File: src/rtl/sfd_pkg.sv
// Shared types, constants and the CRC-16 byte update for the serial deframer.
// No dependencies; every other file of the block imports this package.
package sfd_pkg;

  // Header byte codes.
  localparam logic [7:0] TYPE_DATA_BYTE     = 8'h00;
  localparam logic [7:0] TYPE_COMMAND_BYTE  = 8'h01;
  localparam logic [7:0] TYPE_RESPONSE_BYTE = 8'h81;
  localparam logic [7:0] LEN_HIGH_MAX       = 8'h05;

  // Frame type codes as reported on the result channel.
  localparam logic [1:0] FTYPE_DATA     = 2'd0;
  localparam logic [1:0] FTYPE_COMMAND  = 2'd1;
  localparam logic [1:0] FTYPE_RESPONSE = 2'd2;

  // Register reset values.
  localparam logic [7:0]  START_MARKER_RST = 8'hF0;
  localparam logic [10:0] MAX_PAYLOAD_RST  = 11'd1514;
  localparam logic [15:0] CRC_POLY_RST     = 16'hA001;
  localparam logic [15:0] CRC_SEED_RST     = 16'hFFFF;

  // Register indexes on the configuration port.
  localparam logic [1:0] REG_START_MARKER = 2'd0;
  localparam logic [1:0] REG_MAX_PAYLOAD  = 2'd1;
  localparam logic [1:0] REG_CRC_POLY     = 2'd2;
  localparam logic [1:0] REG_CRC_SEED     = 2'd3;

  // Deframer phases.
  typedef enum logic [2:0] {
    PH_HUNT   = 3'd0,
    PH_TYPE   = 3'd1,
    PH_LEN_HI = 3'd2,
    PH_LEN_LO = 3'd3,
    PH_BODY   = 3'd4,
    PH_CRC_HI = 3'd5
  } sfd_phase_e;

  // Result kinds.
  typedef enum logic [1:0] {
    KIND_BYTE  = 2'd0,
    KIND_GOOD  = 2'd1,
    KIND_BAD   = 2'd2,
    KIND_ABORT = 2'd3
  } sfd_kind_e;

  // One received item after classification by the front end.
  typedef struct packed {
    logic       gap;
    logic [7:0] data;
    logic       is_start;
    logic       type_ok;
    logic [1:0] type_code;
    logic       len_hi_ok;
  } sfd_item_t;

  // Configuration seen by the back end.
  typedef struct packed {
    logic [10:0] max_payload;
    logic [15:0] crc_poly;
    logic [15:0] crc_seed;
  } sfd_cfg_t;

  // Reflected CRC-16 update over one byte, one bit per step.
  function automatic logic [15:0] sfd_crc_byte(input logic [15:0] crc,
                                               input logic [7:0]  data,
                                               input logic [15:0] poly);
    logic [15:0] c;
    c = crc ^ {8'h00, data};
    for (int i = 0; i < 8; i++) begin
      if (c[0]) begin
        c = (c >> 1) ^ poly;
      end else begin
        c = c >> 1;
      end
    end
    return c;
  endfunction

endpackage

File: src/rtl/sfd_queue.sv
// Front end of the deframer: classifies received items and queues them.
// Depends on sfd_pkg for the item type and header byte codes.
module sfd_queue
  import sfd_pkg::*;
#(
  parameter int Depth = 2
) (
  input  logic       clk_i,
  input  logic       rst_ni,
  input  logic [7:0] start_marker_i,
  input  logic       in_valid_i,
  output logic       in_stall_o,
  input  logic       mode_i,
  input  logic [7:0] rx_byte_i,
  output logic       head_valid_o,
  output sfd_item_t  head_o,
  input  logic       pop_i
);

  localparam int PtrW = (Depth > 1) ? $clog2(Depth) : 1;
  localparam int CntW = $clog2(Depth + 1);

  sfd_item_t        entry_q [Depth];
  sfd_item_t        item;
  logic [PtrW-1:0]  wr_ptr_q, wr_ptr_d;
  logic [PtrW-1:0]  rd_ptr_q, rd_ptr_d;
  logic [CntW-1:0]  count_q, count_d;
  logic             push;
  logic             pop;

  // Classify the incoming byte against the start marker and header codes.
  always_comb begin
    item           = '0;
    item.gap       = mode_i;
    item.data      = rx_byte_i;
    item.is_start  = (rx_byte_i == start_marker_i);
    item.len_hi_ok = (rx_byte_i <= LEN_HIGH_MAX);
    case (rx_byte_i)
      TYPE_DATA_BYTE: begin
        item.type_ok   = 1'b1;
        item.type_code = FTYPE_DATA;
      end
      TYPE_COMMAND_BYTE: begin
        item.type_ok   = 1'b1;
        item.type_code = FTYPE_COMMAND;
      end
      TYPE_RESPONSE_BYTE: begin
        item.type_ok   = 1'b1;
        item.type_code = FTYPE_RESPONSE;
      end
      default: begin
        item.type_ok   = 1'b0;
        item.type_code = FTYPE_DATA;
      end
    endcase
  end

  assign in_stall_o   = (count_q == CntW'(Depth));
  assign push         = in_valid_i && !in_stall_o;
  assign head_valid_o = (count_q != '0);
  assign pop          = pop_i && head_valid_o;
  assign head_o       = entry_q[rd_ptr_q];

  // Pointer and fill count updates.
  always_comb begin
    wr_ptr_d = wr_ptr_q;
    rd_ptr_d = rd_ptr_q;
    if (push) begin
      wr_ptr_d = (wr_ptr_q == PtrW'(Depth - 1)) ? '0 : wr_ptr_q + 1'b1;
    end
    if (pop) begin
      rd_ptr_d = (rd_ptr_q == PtrW'(Depth - 1)) ? '0 : rd_ptr_q + 1'b1;
    end
    count_d = count_q + CntW'(push) - CntW'(pop);
  end

  always_ff @(posedge clk_i or negedge rst_ni) begin
    if (!rst_ni) begin
      wr_ptr_q <= '0;
      rd_ptr_q <= '0;
      count_q  <= '0;
    end else begin
      wr_ptr_q <= wr_ptr_d;
      rd_ptr_q <= rd_ptr_d;
      count_q  <= count_d;
    end
  end

  // Queue storage.
  always_ff @(posedge clk_i) begin
    if (push) begin
      entry_q[wr_ptr_q] <= item;
    end
  end

endmodule

File: src/rtl/sfd_engine.sv
// Back end of the deframer: header parsing, CRC check, counters and result register.
// Depends on sfd_pkg for the phase and kind enums, item and config structs and CRC.
module sfd_engine
  import sfd_pkg::*;
(
  input  logic        clk_i,
  input  logic        rst_ni,
  input  sfd_cfg_t    cfg_i,
  input  logic        head_valid_i,
  input  sfd_item_t   head_i,
  output logic        pop_o,
  output logic        out_valid_o,
  input  logic        out_stall_i,
  output logic [1:0]  kind_o,
  output logic [7:0]  payload_byte_o,
  output logic [1:0]  frame_kind_o,
  output logic [10:0] frame_length_o,
  output logic        end_of_frame_o,
  output logic [31:0] good_frames_o,
  output logic [31:0] crc_errors_o
);

  sfd_phase_e  phase_q, phase_d;
  logic [1:0]  type_q, type_d;
  logic [10:0] len_q, len_d;
  logic [10:0] body_q, body_d;
  logic [15:0] crc_q, crc_d;
  logic [7:0]  low_q, low_d;
  logic [31:0] good_q, good_d;
  logic [31:0] err_q, err_d;

  logic        advance;
  logic        emit;
  sfd_kind_e   res_kind;
  logic [7:0]  res_byte;
  logic [15:0] crc_base;
  logic [15:0] crc_fed;
  logic [10:0] len_full;

  logic        out_valid_q;
  sfd_kind_e   out_kind_q;
  logic [7:0]  out_byte_q;
  logic [1:0]  out_type_q;
  logic [10:0] out_len_q;
  logic        out_eof_q;
  logic [31:0] out_good_q;
  logic [31:0] out_err_q;

  // Take the next queued item whenever the result register can take a result.
  assign advance = head_valid_i && (!out_valid_q || !out_stall_i);
  assign pop_o   = advance;

  // A new frame restarts the CRC from the seed; otherwise it continues.
  assign crc_base = (phase_q == PH_HUNT) ? cfg_i.crc_seed : crc_q;
  assign crc_fed  = sfd_crc_byte(crc_base, head_i.data, cfg_i.crc_poly);
  assign len_full = {len_q[10:8], head_i.data};

  // Next state, CRC, counters and the result for this item.
  always_comb begin
    phase_d  = phase_q;
    type_d   = type_q;
    len_d    = len_q;
    body_d   = body_q;
    crc_d    = crc_q;
    low_d    = low_q;
    good_d   = good_q;
    err_d    = err_q;
    emit     = 1'b0;
    res_kind = KIND_BYTE;
    res_byte = 8'h00;
    if (advance) begin
      if (head_i.gap) begin
        // A gap after an accepted header aborts the frame.
        if (phase_q == PH_BODY || phase_q == PH_CRC_HI) begin
          emit     = 1'b1;
          res_kind = KIND_ABORT;
        end
        phase_d = PH_HUNT;
      end else begin
        case (phase_q)
          PH_TYPE: begin
            crc_d = crc_fed;
            if (head_i.type_ok) begin
              type_d  = head_i.type_code;
              phase_d = PH_LEN_HI;
            end else begin
              phase_d = PH_HUNT;
            end
          end
          PH_LEN_HI: begin
            crc_d = crc_fed;
            if (head_i.len_hi_ok) begin
              len_d   = {head_i.data[2:0], 8'h00};
              phase_d = PH_LEN_LO;
            end else begin
              phase_d = PH_HUNT;
            end
          end
          PH_LEN_LO: begin
            crc_d = crc_fed;
            len_d = len_full;
            if (len_full <= cfg_i.max_payload) begin
              body_d  = '0;
              phase_d = PH_BODY;
            end else begin
              phase_d = PH_HUNT;
            end
          end
          PH_BODY: begin
            if (body_q < len_q) begin
              crc_d    = crc_fed;
              body_d   = body_q + 11'd1;
              emit     = 1'b1;
              res_kind = KIND_BYTE;
              res_byte = head_i.data;
            end else begin
              low_d   = head_i.data;
              phase_d = PH_CRC_HI;
            end
          end
          PH_CRC_HI: begin
            phase_d = PH_HUNT;
            emit    = 1'b1;
            if ({head_i.data, low_q} == crc_q) begin
              good_d   = good_q + 32'd1;
              res_kind = KIND_GOOD;
            end else begin
              err_d    = err_q + 32'd1;
              res_kind = KIND_BAD;
            end
          end
          default: begin
            phase_d = PH_HUNT;
            if (head_i.is_start) begin
              crc_d   = crc_fed;
              phase_d = PH_TYPE;
            end
          end
        endcase
      end
    end
  end

  // Phase register.
  always_ff @(posedge clk_i or negedge rst_ni) begin
    if (!rst_ni) begin
      phase_q <= PH_HUNT;
    end else begin
      phase_q <= phase_d;
    end
  end

  // Frame context, CRC and running counts.
  always_ff @(posedge clk_i or negedge rst_ni) begin
    if (!rst_ni) begin
      type_q <= '0;
      len_q  <= '0;
      body_q <= '0;
      crc_q  <= CRC_SEED_RST;
      low_q  <= '0;
      good_q <= '0;
      err_q  <= '0;
    end else begin
      type_q <= type_d;
      len_q  <= len_d;
      body_q <= body_d;
      crc_q  <= crc_d;
      low_q  <= low_d;
      good_q <= good_d;
      err_q  <= err_d;
    end
  end

  // Result register: holds a beat until the consumer takes it.
  always_ff @(posedge clk_i or negedge rst_ni) begin
    if (!rst_ni) begin
      out_valid_q <= 1'b0;
    end else if (emit) begin
      out_valid_q <= 1'b1;
    end else if (!out_stall_i) begin
      out_valid_q <= 1'b0;
    end
  end

  always_ff @(posedge clk_i) begin
    if (emit) begin
      out_kind_q <= res_kind;
      out_byte_q <= res_byte;
      out_type_q <= type_q;
      out_len_q  <= len_q;
      out_eof_q  <= (res_kind != KIND_BYTE);
      out_good_q <= good_d;
      out_err_q  <= err_d;
    end
  end

  assign out_valid_o    = out_valid_q;
  assign kind_o         = out_kind_q;
  assign payload_byte_o = out_byte_q;
  assign frame_kind_o   = out_type_q;
  assign frame_length_o = out_len_q;
  assign end_of_frame_o = out_eof_q;
  assign good_frames_o  = out_good_q;
  assign crc_errors_o   = out_err_q;

  // The payload counter never runs past the header length.
  a_body_in_range: assert property (@(posedge clk_i) disable iff (!rst_ni)
    (phase_q == PH_BODY) |-> (body_q <= len_q))
    else $error("payload count beyond frame length");

  // A gap always sends the deframer back to hunting.
  a_gap_hunts: assert property (@(posedge clk_i) disable iff (!rst_ni)
    (advance && head_i.gap) |=> (phase_q == PH_HUNT))
    else $error("gap did not restart the hunt");

  // The good-frame count only ever steps by one, on a good verdict.
  a_good_step: assert property (@(posedge clk_i) disable iff (!rst_ni)
    (good_q != $past(good_q)) |->
      ((good_q == $past(good_q) + 32'd1) && $past(emit) && $past(res_kind == KIND_GOOD)))
    else $error("good frame count moved without a good verdict");

  // No item is taken while a stalled result is still waiting.
  a_no_overrun: assert property (@(posedge clk_i) disable iff (!rst_ni)
    (out_valid_q && out_stall_i) |-> !emit)
    else $error("result register overwritten while stalled");

  // End of frame marks exactly the verdict beats.
  a_eof_kind: assert property (@(posedge clk_i) disable iff (!rst_ni)
    out_valid_q |-> (out_eof_q == (out_kind_q != KIND_BYTE)))
    else $error("end of frame flag disagrees with result kind");

endmodule

File: src/rtl/serial_frame_deframer_crc_check_core.sv
// Top level of the serial frame deframer with CRC-16 check: registers and wiring.
// Depends on sfd_pkg, sfd_queue (front end) and sfd_engine (back end).
//
//   Channel   Direction  Handshake                    Beat contents
//   in        in         in_valid_i / in_stall_o      mode_i, rx_byte_i
//   out       out        out_valid_o / out_stall_i    kind_o .. crc_errors_o
//   config    in         psel, penable, pwrite        paddr, pwdata / prdata
//
// Each beat is classified on entry, queued, then parsed by the back end, so one beat
// per cycle is sustained while results do not stall; each result is registered.
// The throughput is set by the combinational byte-wide CRC update in the back end.
// The input stalls only when the queue is full, which happens while results stall.
// Reset clears the queue, the phase, the counters and the registers to their defaults.
module serial_frame_deframer_crc_check_core
  import sfd_pkg::*;
#(
  parameter int QueueDepth = 2
) (
  input  logic        clk_i,
  input  logic        rst_ni,
  input  logic        in_valid_i,
  output logic        in_stall_o,
  input  logic        mode_i,
  input  logic [7:0]  rx_byte_i,
  output logic        out_valid_o,
  input  logic        out_stall_i,
  output logic [1:0]  kind_o,
  output logic [7:0]  payload_byte_o,
  output logic [1:0]  frame_kind_o,
  output logic [10:0] frame_length_o,
  output logic        end_of_frame_o,
  output logic [31:0] good_frames_o,
  output logic [31:0] crc_errors_o,
  input  logic        psel,
  input  logic        penable,
  input  logic        pwrite,
  input  logic [3:0]  paddr,
  input  logic [31:0] pwdata,
  output logic [31:0] prdata,
  output logic        pready
);

  logic [7:0]  start_marker_q;
  logic [10:0] max_payload_q;
  logic [15:0] crc_poly_q;
  logic [15:0] crc_seed_q;
  logic        cfg_write;
  sfd_cfg_t    cfg;
  logic        head_valid;
  sfd_item_t   head;
  logic        pop;

  // Configuration registers.
  assign pready    = 1'b1;
  assign cfg_write = psel && penable && pwrite && pready;

  always_ff @(posedge clk_i or negedge rst_ni) begin
    if (!rst_ni) begin
      start_marker_q <= START_MARKER_RST;
      max_payload_q  <= MAX_PAYLOAD_RST;
      crc_poly_q     <= CRC_POLY_RST;
      crc_seed_q     <= CRC_SEED_RST;
    end else if (cfg_write) begin
      case (paddr[3:2])
        REG_START_MARKER: start_marker_q <= pwdata[7:0];
        REG_MAX_PAYLOAD:  max_payload_q  <= pwdata[10:0];
        REG_CRC_POLY:     crc_poly_q     <= pwdata[15:0];
        REG_CRC_SEED:     crc_seed_q     <= pwdata[15:0];
        default: ;
      endcase
    end
  end

  // Register read-back.
  always_comb begin
    case (paddr[3:2])
      REG_START_MARKER: prdata = {24'h0, start_marker_q};
      REG_MAX_PAYLOAD:  prdata = {21'h0, max_payload_q};
      REG_CRC_POLY:     prdata = {16'h0, crc_poly_q};
      REG_CRC_SEED:     prdata = {16'h0, crc_seed_q};
      default:          prdata = 32'h0;
    endcase
  end

  assign cfg.max_payload = max_payload_q;
  assign cfg.crc_poly    = crc_poly_q;
  assign cfg.crc_seed    = crc_seed_q;

  // Front end: classify and queue received beats.
  sfd_queue #(
    .Depth (QueueDepth)
  ) u_queue (
    .clk_i          (clk_i),
    .rst_ni         (rst_ni),
    .start_marker_i (start_marker_q),
    .in_valid_i     (in_valid_i),
    .in_stall_o     (in_stall_o),
    .mode_i         (mode_i),
    .rx_byte_i      (rx_byte_i),
    .head_valid_o   (head_valid),
    .head_o         (head),
    .pop_i          (pop)
  );

  // Back end: frame parsing, CRC check and result register.
  sfd_engine u_engine (
    .clk_i          (clk_i),
    .rst_ni         (rst_ni),
    .cfg_i          (cfg),
    .head_valid_i   (head_valid),
    .head_i         (head),
    .pop_o          (pop),
    .out_valid_o    (out_valid_o),
    .out_stall_i    (out_stall_i),
    .kind_o         (kind_o),
    .payload_byte_o (payload_byte_o),
    .frame_kind_o   (frame_kind_o),
    .frame_length_o (frame_length_o),
    .end_of_frame_o (end_of_frame_o),
    .good_frames_o  (good_frames_o),
    .crc_errors_o   (crc_errors_o)
  );

endmodule

File: config.mk
export PLATFORM = sky130hd
export DESIGN_NAME = serial_frame_deframer_crc_check_core
export DESIGN_NICKNAME = d
export VERILOG_FILES = /design/src/rtl/sfd_pkg.sv /design/src/rtl/sfd_queue.sv /design/src/rtl/sfd_engine.sv /design/src/rtl/serial_frame_deframer_crc_check_core.sv
export SDC_FILE = /design/constraint.sdc
export NUM_CORES = 1
export LEC_CHECK = 0
export ABC_AREA = 1
export BUFFER_PORTS_ARGS = -buffer_cell sky130_fd_sc_hd__buf_4
export CAP_MARGIN = 25
export CORE_ASPECT_RATIO = 1.2
export CORE_MARGIN = 2
export CORE_UTILIZATION = 61
export CTS_CLUSTER_DIAMETER = 80
export DETAILED_ROUTE_END_ITERATION = 12
export GPL_ROUTABILITY_DRIVEN = 0
export PLACE_DENSITY = 0.86
export SYNTH_ARGS = -nofsm -noshare
export SYNTH_HDL_FRONTEND = slang
export SYNTH_HIERARCHICAL = 1
export SYNTH_SLANG_ARGS = --single-unit
File: constraint.sdc
create_clock -name clk_i -period 6.6 [get_ports clk_i]
set_input_delay 0.66 -clock clk_i [delete_from_list [all_inputs] [get_ports clk_i]]
set_output_delay 0.66 -clock clk_i [all_outputs]
set_load 0.005 [all_outputs]
==> flow_summary_export.csv, run 1 <==
group,metric,value,unit
setup_path,reg2reg_slack,0.94,ns
timing,fin_crit_sh,0.858,
power_and_ir_drop,clock_power_share,0.217,
timing,setup_viol,0,
setup_path,critPathKind,"reg2reg",
layout,nets,2073,
power_and_ir_drop,power.switching,3.23,mW
drt,vias_per_cell,5.64,
clock_network,clkTransAtPathRegs,0.07,ns
setup_path,r2r.worst_path.cells,26,
grt,grt_pass1_wl,62300,um
clock_network,postCtsSetupBuffers,0,
setup_path,crit_end,"u_engine/crc_q[10]",
clock_network,cts_buffer_depth,3,
clock_network,hold_buffers,0,
grt,met3_usage,0.0373,
clock_network,cts.sinks,287,
clock_network,clock-root-buffer,"clkbuf_16",
drt,ant_nets,0,
grt,globalRouteOverflowTotal,0,
placed_design,port_buffers,139,
grt,grt_usage,0.285,
grt,globalRouteMet2Util,0.504,
setup_path,cp.required,7.08,ns
grt,grt_pass1_vias,12700,
setup_path,crit_fanout,31,
setup_path,critPathMostFrequentCell,"nand2_1",
timing,totalNegativeSetupSlack,0,ns
timing,worst_pin_slew,0.945,ns
synthesis,synth_top_area_cell,"edfxtp_1",
setup_path,start_kind,"register",
setup_path,crit_path_max_incr_delay,0.70,ns
floorplanning,ios,175,
drt,drt_iter0_markers,1006,
timing,finalHoldViolCount,0,
setup_path,critical_path_cell_count,26,
run,cap_violations,0,
synthesis,synth_cells,1868,
layout,antenna_cells,0,
power_and_ir_drop,comb_power_share,0.453,
timing,rsz0062_at_grt,"false",
drt,routed_wl,38900,um
clock_network,cts_made_buffers,29,
placed_design,place_inst,2291,
drt,drc_errors,0,
layout,fill_cells,1847,
setup_path,cp_num_buf_inv,4,
placed_design,dp_hpwl,26900,um
power_and_ir_drop,seq_power_share,0.330,
floorplanning,fp.dieH,180,um
synthesis,synth_cell_types,50,
floorplanning,fp-row-count,64,
clock_network,cts_tree,"built",
synthesis,avgSynthCellArea,8.39,um2
setup_path,crit_family,"simple AND/OR/NAND/NOR gates",
synthesis,synthTopCellsByArea,"edfxtp_1 (22%), dfrtp_1 (20%), nand2_1 (16%)",
power_and_ir_drop,leakagePower,8.56,nW
timing,fin_worst_skew,0.0349,ns
power_and_ir_drop,powerDensity,415,nW/um2
setup_path,crit_arrival,6.14,ns
power_and_ir_drop,ir_drop,0.305,mV
synthesis,synth_top_area_share,0.222,
setup_path,critPathLaunch,"u_queue/rd_ptr_q",
drt,vias,13200,
setup_path,cp_slowest_cell,"dfrtp_1",
status,status,"completed",
clock_network,cts_htree_levels,1,
clock_network,insertion_delay,0.57,ns
setup_path,end_kind,"register",
drt,drt-pass1-iter-count,8,
floorplanning,core-area,25400,um2
floorplanning,start_util,0.617,
power_and_ir_drop,sw_frac_of_total,0.438,
grt,antenna_found_initial,0,
clock_network,post_cts_resized,0,
synthesis,synth_seq_cells,287,
layout,drive_gt1_frac,0.156,
timing,slew_violations,0,
setup_path,r2r_start,"u_queue/rd_ptr_q",
grt,grt_max_degree,102,
power_and_ir_drop,power.total,7.37,mW
synthesis,synth_warnings,6,
worst_hold_path,hp-class,"in2async",
synthesis,ys_seq_area_frac,0.499,
timing,relSlewSlack,0.370,
drt,wl_per_cell,16.6,um
timing,min_period,5.66,ns
setup_path,r2r-end,"u_engine/crc_q[10]",
layout,synthToLayoutAreaGrowth,13.2,%
power_and_ir_drop,internal_power,4.14,mW
grt,grt_util_met1,0.351,
floorplanning,die_w,150,um
layout,instances_no_fill,2346,
grt,grt-busiest-layer,"met2",
timing,max_freq,177,MHz
floorplanning,die-area,27000,um2
synthesis,synth_area,15700,um2
## metrics by stage
stage | util | hold WS, ns | instance area [um2] | worst slack [ns]
final | 0.699 | 0.228 | 17700 | 0.940
after global routing | 0.699 | 0.283 | 17700 | 0.507
after CTS | 0.698 | 0.249 | 17700 | 1.08
after detailed placement | 0.661 | 0.431 | 16800 | 1.20
after global placement | 0.660 | 0.428 | 16800 | 1.42
after floorplan | - | 0.364 | 15700 | 3.14
## kinds of logic after synthesis
kind of cell	share of synthesized area
AO/OA/AOI/OAI	0.0283
adder cells (fa/ha/maj)	0.0224
flip-flops	0.499
other	0.000479
buffers and inverters	0.0835
AND/OR/NAND/NOR	0.295
XOR/XNOR	0.0703
multiplexers	0.00144
## how the worst min path moves through the flow
stage,end,cells after the start,start,slack [ns]
after CTS,u_engine/len_q[0],1,rst_ni,0.25
after global routing,u_queue/entry_q[0][13],1,mode_i,0.28
after floorplan,crc_poly_q[10],0,rst_ni,0.36
after global placement,u_engine/frame_kind_o[0],0,u_engine/type_q[0],0.43
final,u_engine/len_q[5],1,rst_ni,0.23
after detailed placement,u_engine/frame_length_o[6],0,u_engine/len_q[6],0.43
## cell type report
| type | instances | area (um2) | share of cell area |
|---|---|---|---|
| sequential | 287 | 7820 | 0.441 |
| multi-input combinational | 1306 | 6600 | 0.372 |
| timing repair buffer | 147 | 1130 | 0.0640 |
| inverter | 222 | 847 | 0.0478 |
| clock buffer | 35 | 758 | 0.0427 |
| tap | 330 | 413 | 0.0233 |
| clock inverter | 19 | 169 | 0.00952 |
## power groups by stage
stage	combinational [mW]	sequential (mW)	clock [mW]
after floorplan	2.74	2.29	0
after global placement	3.09	2.44	0
after detailed placement	3.24	2.45	0
after CTS	3.28	2.42	1.61
after global routing	3.74	2.45	1.68
final	3.34	2.43	1.60
## routing by layer
layer,routed length (um),up-vias
li1,-,6164
met4,1370,0
met3,3270,134
met1,14400,6191
met5,0,-
met2,19900,737
## registers in the layout, indices dropped and copies added, names as in the netlist, 16 cells and up
name,count
u_engine/err_q,32
u_queue/entry_q,28
crc_poly_q,16
u_engine/good_frames_o,32
u_engine/crc_q,16
u_engine/crc_errors_o,32
crc_seed_q,16
u_engine/good_q,32
## cell usage in the layout, fill, tap and decap left out, drive strengths merged, types with 9 or more instances in the layout
master | Yosys | routed
a21oi | 20 | 20
clkbuf | 10 | 35
nand3 | 198 | 198
nor3 | 21 | 21
nor4 | 10 | 10
edfxtp | 116 | 116
conb | 2 | 17
nand2 | 672 | 672
nand4 | 30 | 30
dfrtp | 125 | 125
buf | 58 | 147
o22ai | 9 | 9
xnor2 | 52 | 52
ha | 28 | 28
clkinv | 1 | 13
o21ai | 36 | 36
dfstp | 46 | 46
nor2 | 115 | 115
inv | 221 | 222
xor2 | 73 | 73
## cells in the mapped netlist (all sizes together)
cell and count:
conb 2, buf 58, nand3 198, nor3b 2
edfxtp 116, nand2b 1, mux2 2, nor2 115
clkinv 1, o211ai 3, ha 28, a21boi 1
nand4 30, dfstp 46, or2 6, a31oi 1
a21o 1, a21oi 20, nor3 21, o2111ai 2
dfrtp 125, o21ai 36, nand3b 1, nor4 10
inv 221, o31ai 1, xor2 73, a211oi 3
xnor2 52, nand2 672, clkbuf 10, o221a 1
o22ai 9
(Power assumes the default switching activity.)
==> run 2: changes to the inputs <==
Settings changed: CORE_UTILIZATION 61 to 59, PLACE_DENSITY 0.86 to 0.83.
Clock period 6.6 ns to 5.8 ns, I/O delays scaled along.
==> run 2 against run 1 <==
Against the previous run: largest cell class unchanged; hold slack lost 0.18 ns; non-clock buffer count grew 2; cell area grew 0.49%.
==> flow_summary_export.csv, run 2 (synthesis gave the netlist of run 1 again) <==
group,metric,value,unit
status,status,"completed",
power_and_ir_drop,clock_power_share,0.229,
layout,multiInputGateArea,6600,um2
setup_path,critPathMostFrequentCell,"nand2_1",
clock_network,clkTransAtPathRegs,0.06,ns
timing,slew_violations,0,
clock_network,hold_buffers,0,
drt,wl_per_cell,16.1,um
floorplanning,start_util,0.598,
layout,antenna_cells,0,
floorplanning,die-area,27900,um2
drt,vias_per_cell,5.54,
timing,relSlewSlack,0.414,
timing,rsz0062_at_grt,"false",
power_and_ir_drop,power.switching,3.66,mW
layout,instances_no_fill,2352,
power_and_ir_drop,comb_power_share,0.447,
placed_design,dp_slack,0.954,ns
grt,antenna_found_initial,0,
setup_path,start_kind,"register",
timing,min_period,5.01,ns
timing,worst_slack,0.794,ns
grt,grt_pass1_vias,12400,
drt,routed_wl,37900,um
grt,grt_pass1_wl,61300,um
layout,seqCellArea,7820,um2
clock_network,insertion_delay,0.56,ns
clock_network,cts_tree,"built",
layout,nets,2075,
worst_hold_path,hp-class,"in2async",
timing,worst_pin_slew,0.875,ns
timing,finalHoldViolCount,0,
layout,drive_gt1_frac,0.157,
timing,max_freq,200,MHz
clock_network,cts_buffer_depth,3,
layout,finalInstanceArea,17800,um2
power_and_ir_drop,ir_drop,0.324,mV
placed_design,place_inst,2298,
layout,synthToLayoutAreaGrowth,13.8,%
drt,vias,13000,
power_and_ir_drop,power.total,8.48,mW
drt,drc_errors,0,
grt,globalRouteOverflowTotal,0,
power_and_ir_drop,powerDensity,476,nW/um2
setup_path,crit_path_max_incr_delay,0.41,ns
power_and_ir_drop,internal_power,4.82,mW
clock_network,cts_made_buffers,29,
clock_network,post_cts_resized,0,
setup_path,cp_slowest_cell,"nand2_2",
drt,drt-pass1-iter-count,6,
power_and_ir_drop,seq_power_share,0.324,
drt,ant_nets,0,
placed_design,dp_hpwl,26500,um
setup_path,crit_arrival,5.50,ns
drt,drt_iter0_markers,1144,
setup_path,critPathKind,"reg2reg",
floorplanning,core-area,26200,um2
layout,layout_commonest_cell,"nand2_1",
layout,fill_cells,1993,
grt,grt_usage,0.268,
setup_path,end_kind,"register",
timing,totalNegativeSetupSlack,0,ns
run,cap_violations,0,
grt,grt_max_degree,89,
placed_design,placed_cell_area,16800,um2
clock_network,cts_htree_levels,1,
power_and_ir_drop,sw_frac_of_total,0.431,
layout,final_cell_mix,"nand2_1 (653), inv_1 (207), nand3_1 (184)",
floorplanning,die_w,153,um
clock_network,cts.sinks,287,
timing,setup_viol,0,
setup_path,cp.required,6.29,ns
clock_network,postCtsSetupBuffers,0,
timing,fin_crit_sh,0.863,
floorplanning,ios,175,
placed_design,port_buffers,139,
floorplanning,fp.dieH,183,um
setup_path,crit_fanout,31,
timing,fin_worst_skew,0.0149,ns
clock_network,clock-root-buffer,"clkbuf_16",
power_and_ir_drop,leakagePower,8.60,nW
floorplanning,fp-row-count,65,
-- run 2: changes by cell type in the layout (fill, tap and decap cells not counted) --
cell and change:
clkbuf_16 +1, clkinv_4 -2, buf_4 +2, inv_4 -1, inv_16 +1, clkinvlp_4 -1, bufinv_16 +2, inv_6 -1
-- run 2: path summary, 6_finish.rpt --
| check | cells after the start | slack, ns | startpoint | endpoint |
|---|---|---|---|---|
| max | 28 | 0.79 | u_queue/rd_ptr_q | u_engine/crc_q[12] |
| min | 1 | 0.05 | rst_ni | u_engine/err_q[11] |
| max reg2reg | 28 | 0.79 | u_queue/rd_ptr_q | u_engine/crc_q[12] |
| min reg2reg | 0 | 0.45 | u_engine/len_q[4] | u_engine/frame_length_o[4] |
| max in group asynchronous | 2 | 4.61 | rst_ni | start_marker_q[0] |
| min in group clk_i | 1 | 0.22 | mode_i | u_queue/entry_q[1][13] |
-- run 2: per-layer routing --
| layer | track usage | share of wire | wire, um |
|---|---|---|---|
| met1 | 0.331 | 0.39 | 14700 |
| met2 | 0.473 | 0.50 | 18800 |
| met3 | 0.0347 | 0.071 | 2690 |
| met4 | 0.119 | 0.046 | 1730 |
| met5 | 0 | 0 | 0 |
-- run 2: area by class of cell --
class	instances	area share
tap	335	0.0235
sequential	287	0.439
clock inverter	17	0.0117
multi-input combinational	1306	0.370
inverter	222	0.0475
timing repair buffer	149	0.0645
clock buffer	36	0.0439
-- run 2: power by group through the flow --
| stage | combinational (mW) | clock, mW | sequential [mW] |
|---|---|---|---|
| after floorplan | 3.11 | 0 | 2.61 |
| after global placement | 3.55 | 0 | 2.76 |
| after detailed placement | 3.71 | 0 | 2.77 |
| after CTS | 3.73 | 1.96 | 2.74 |
| after global routing | 4.27 | 2.05 | 2.77 |
| final | 3.79 | 1.94 | 2.75 |
-- run 2: worst max-delay path: cells and delay by family, from the launching register on --
family	cells	cell delay (ns)
flip-flops	1	0.39
buffers and inverters	4	0.59
AND/OR/NAND/NOR	24	3.92
-- run 2: stage by stage --
stage | utilization | hold slack [ns]
after floorplan | - | 0.284
after global placement | 0.641 | 0.430
after detailed placement | 0.642 | 0.432
after CTS | 0.680 | 0.0568
after global routing | 0.681 | 0.104
final | 0.681 | 0.0481
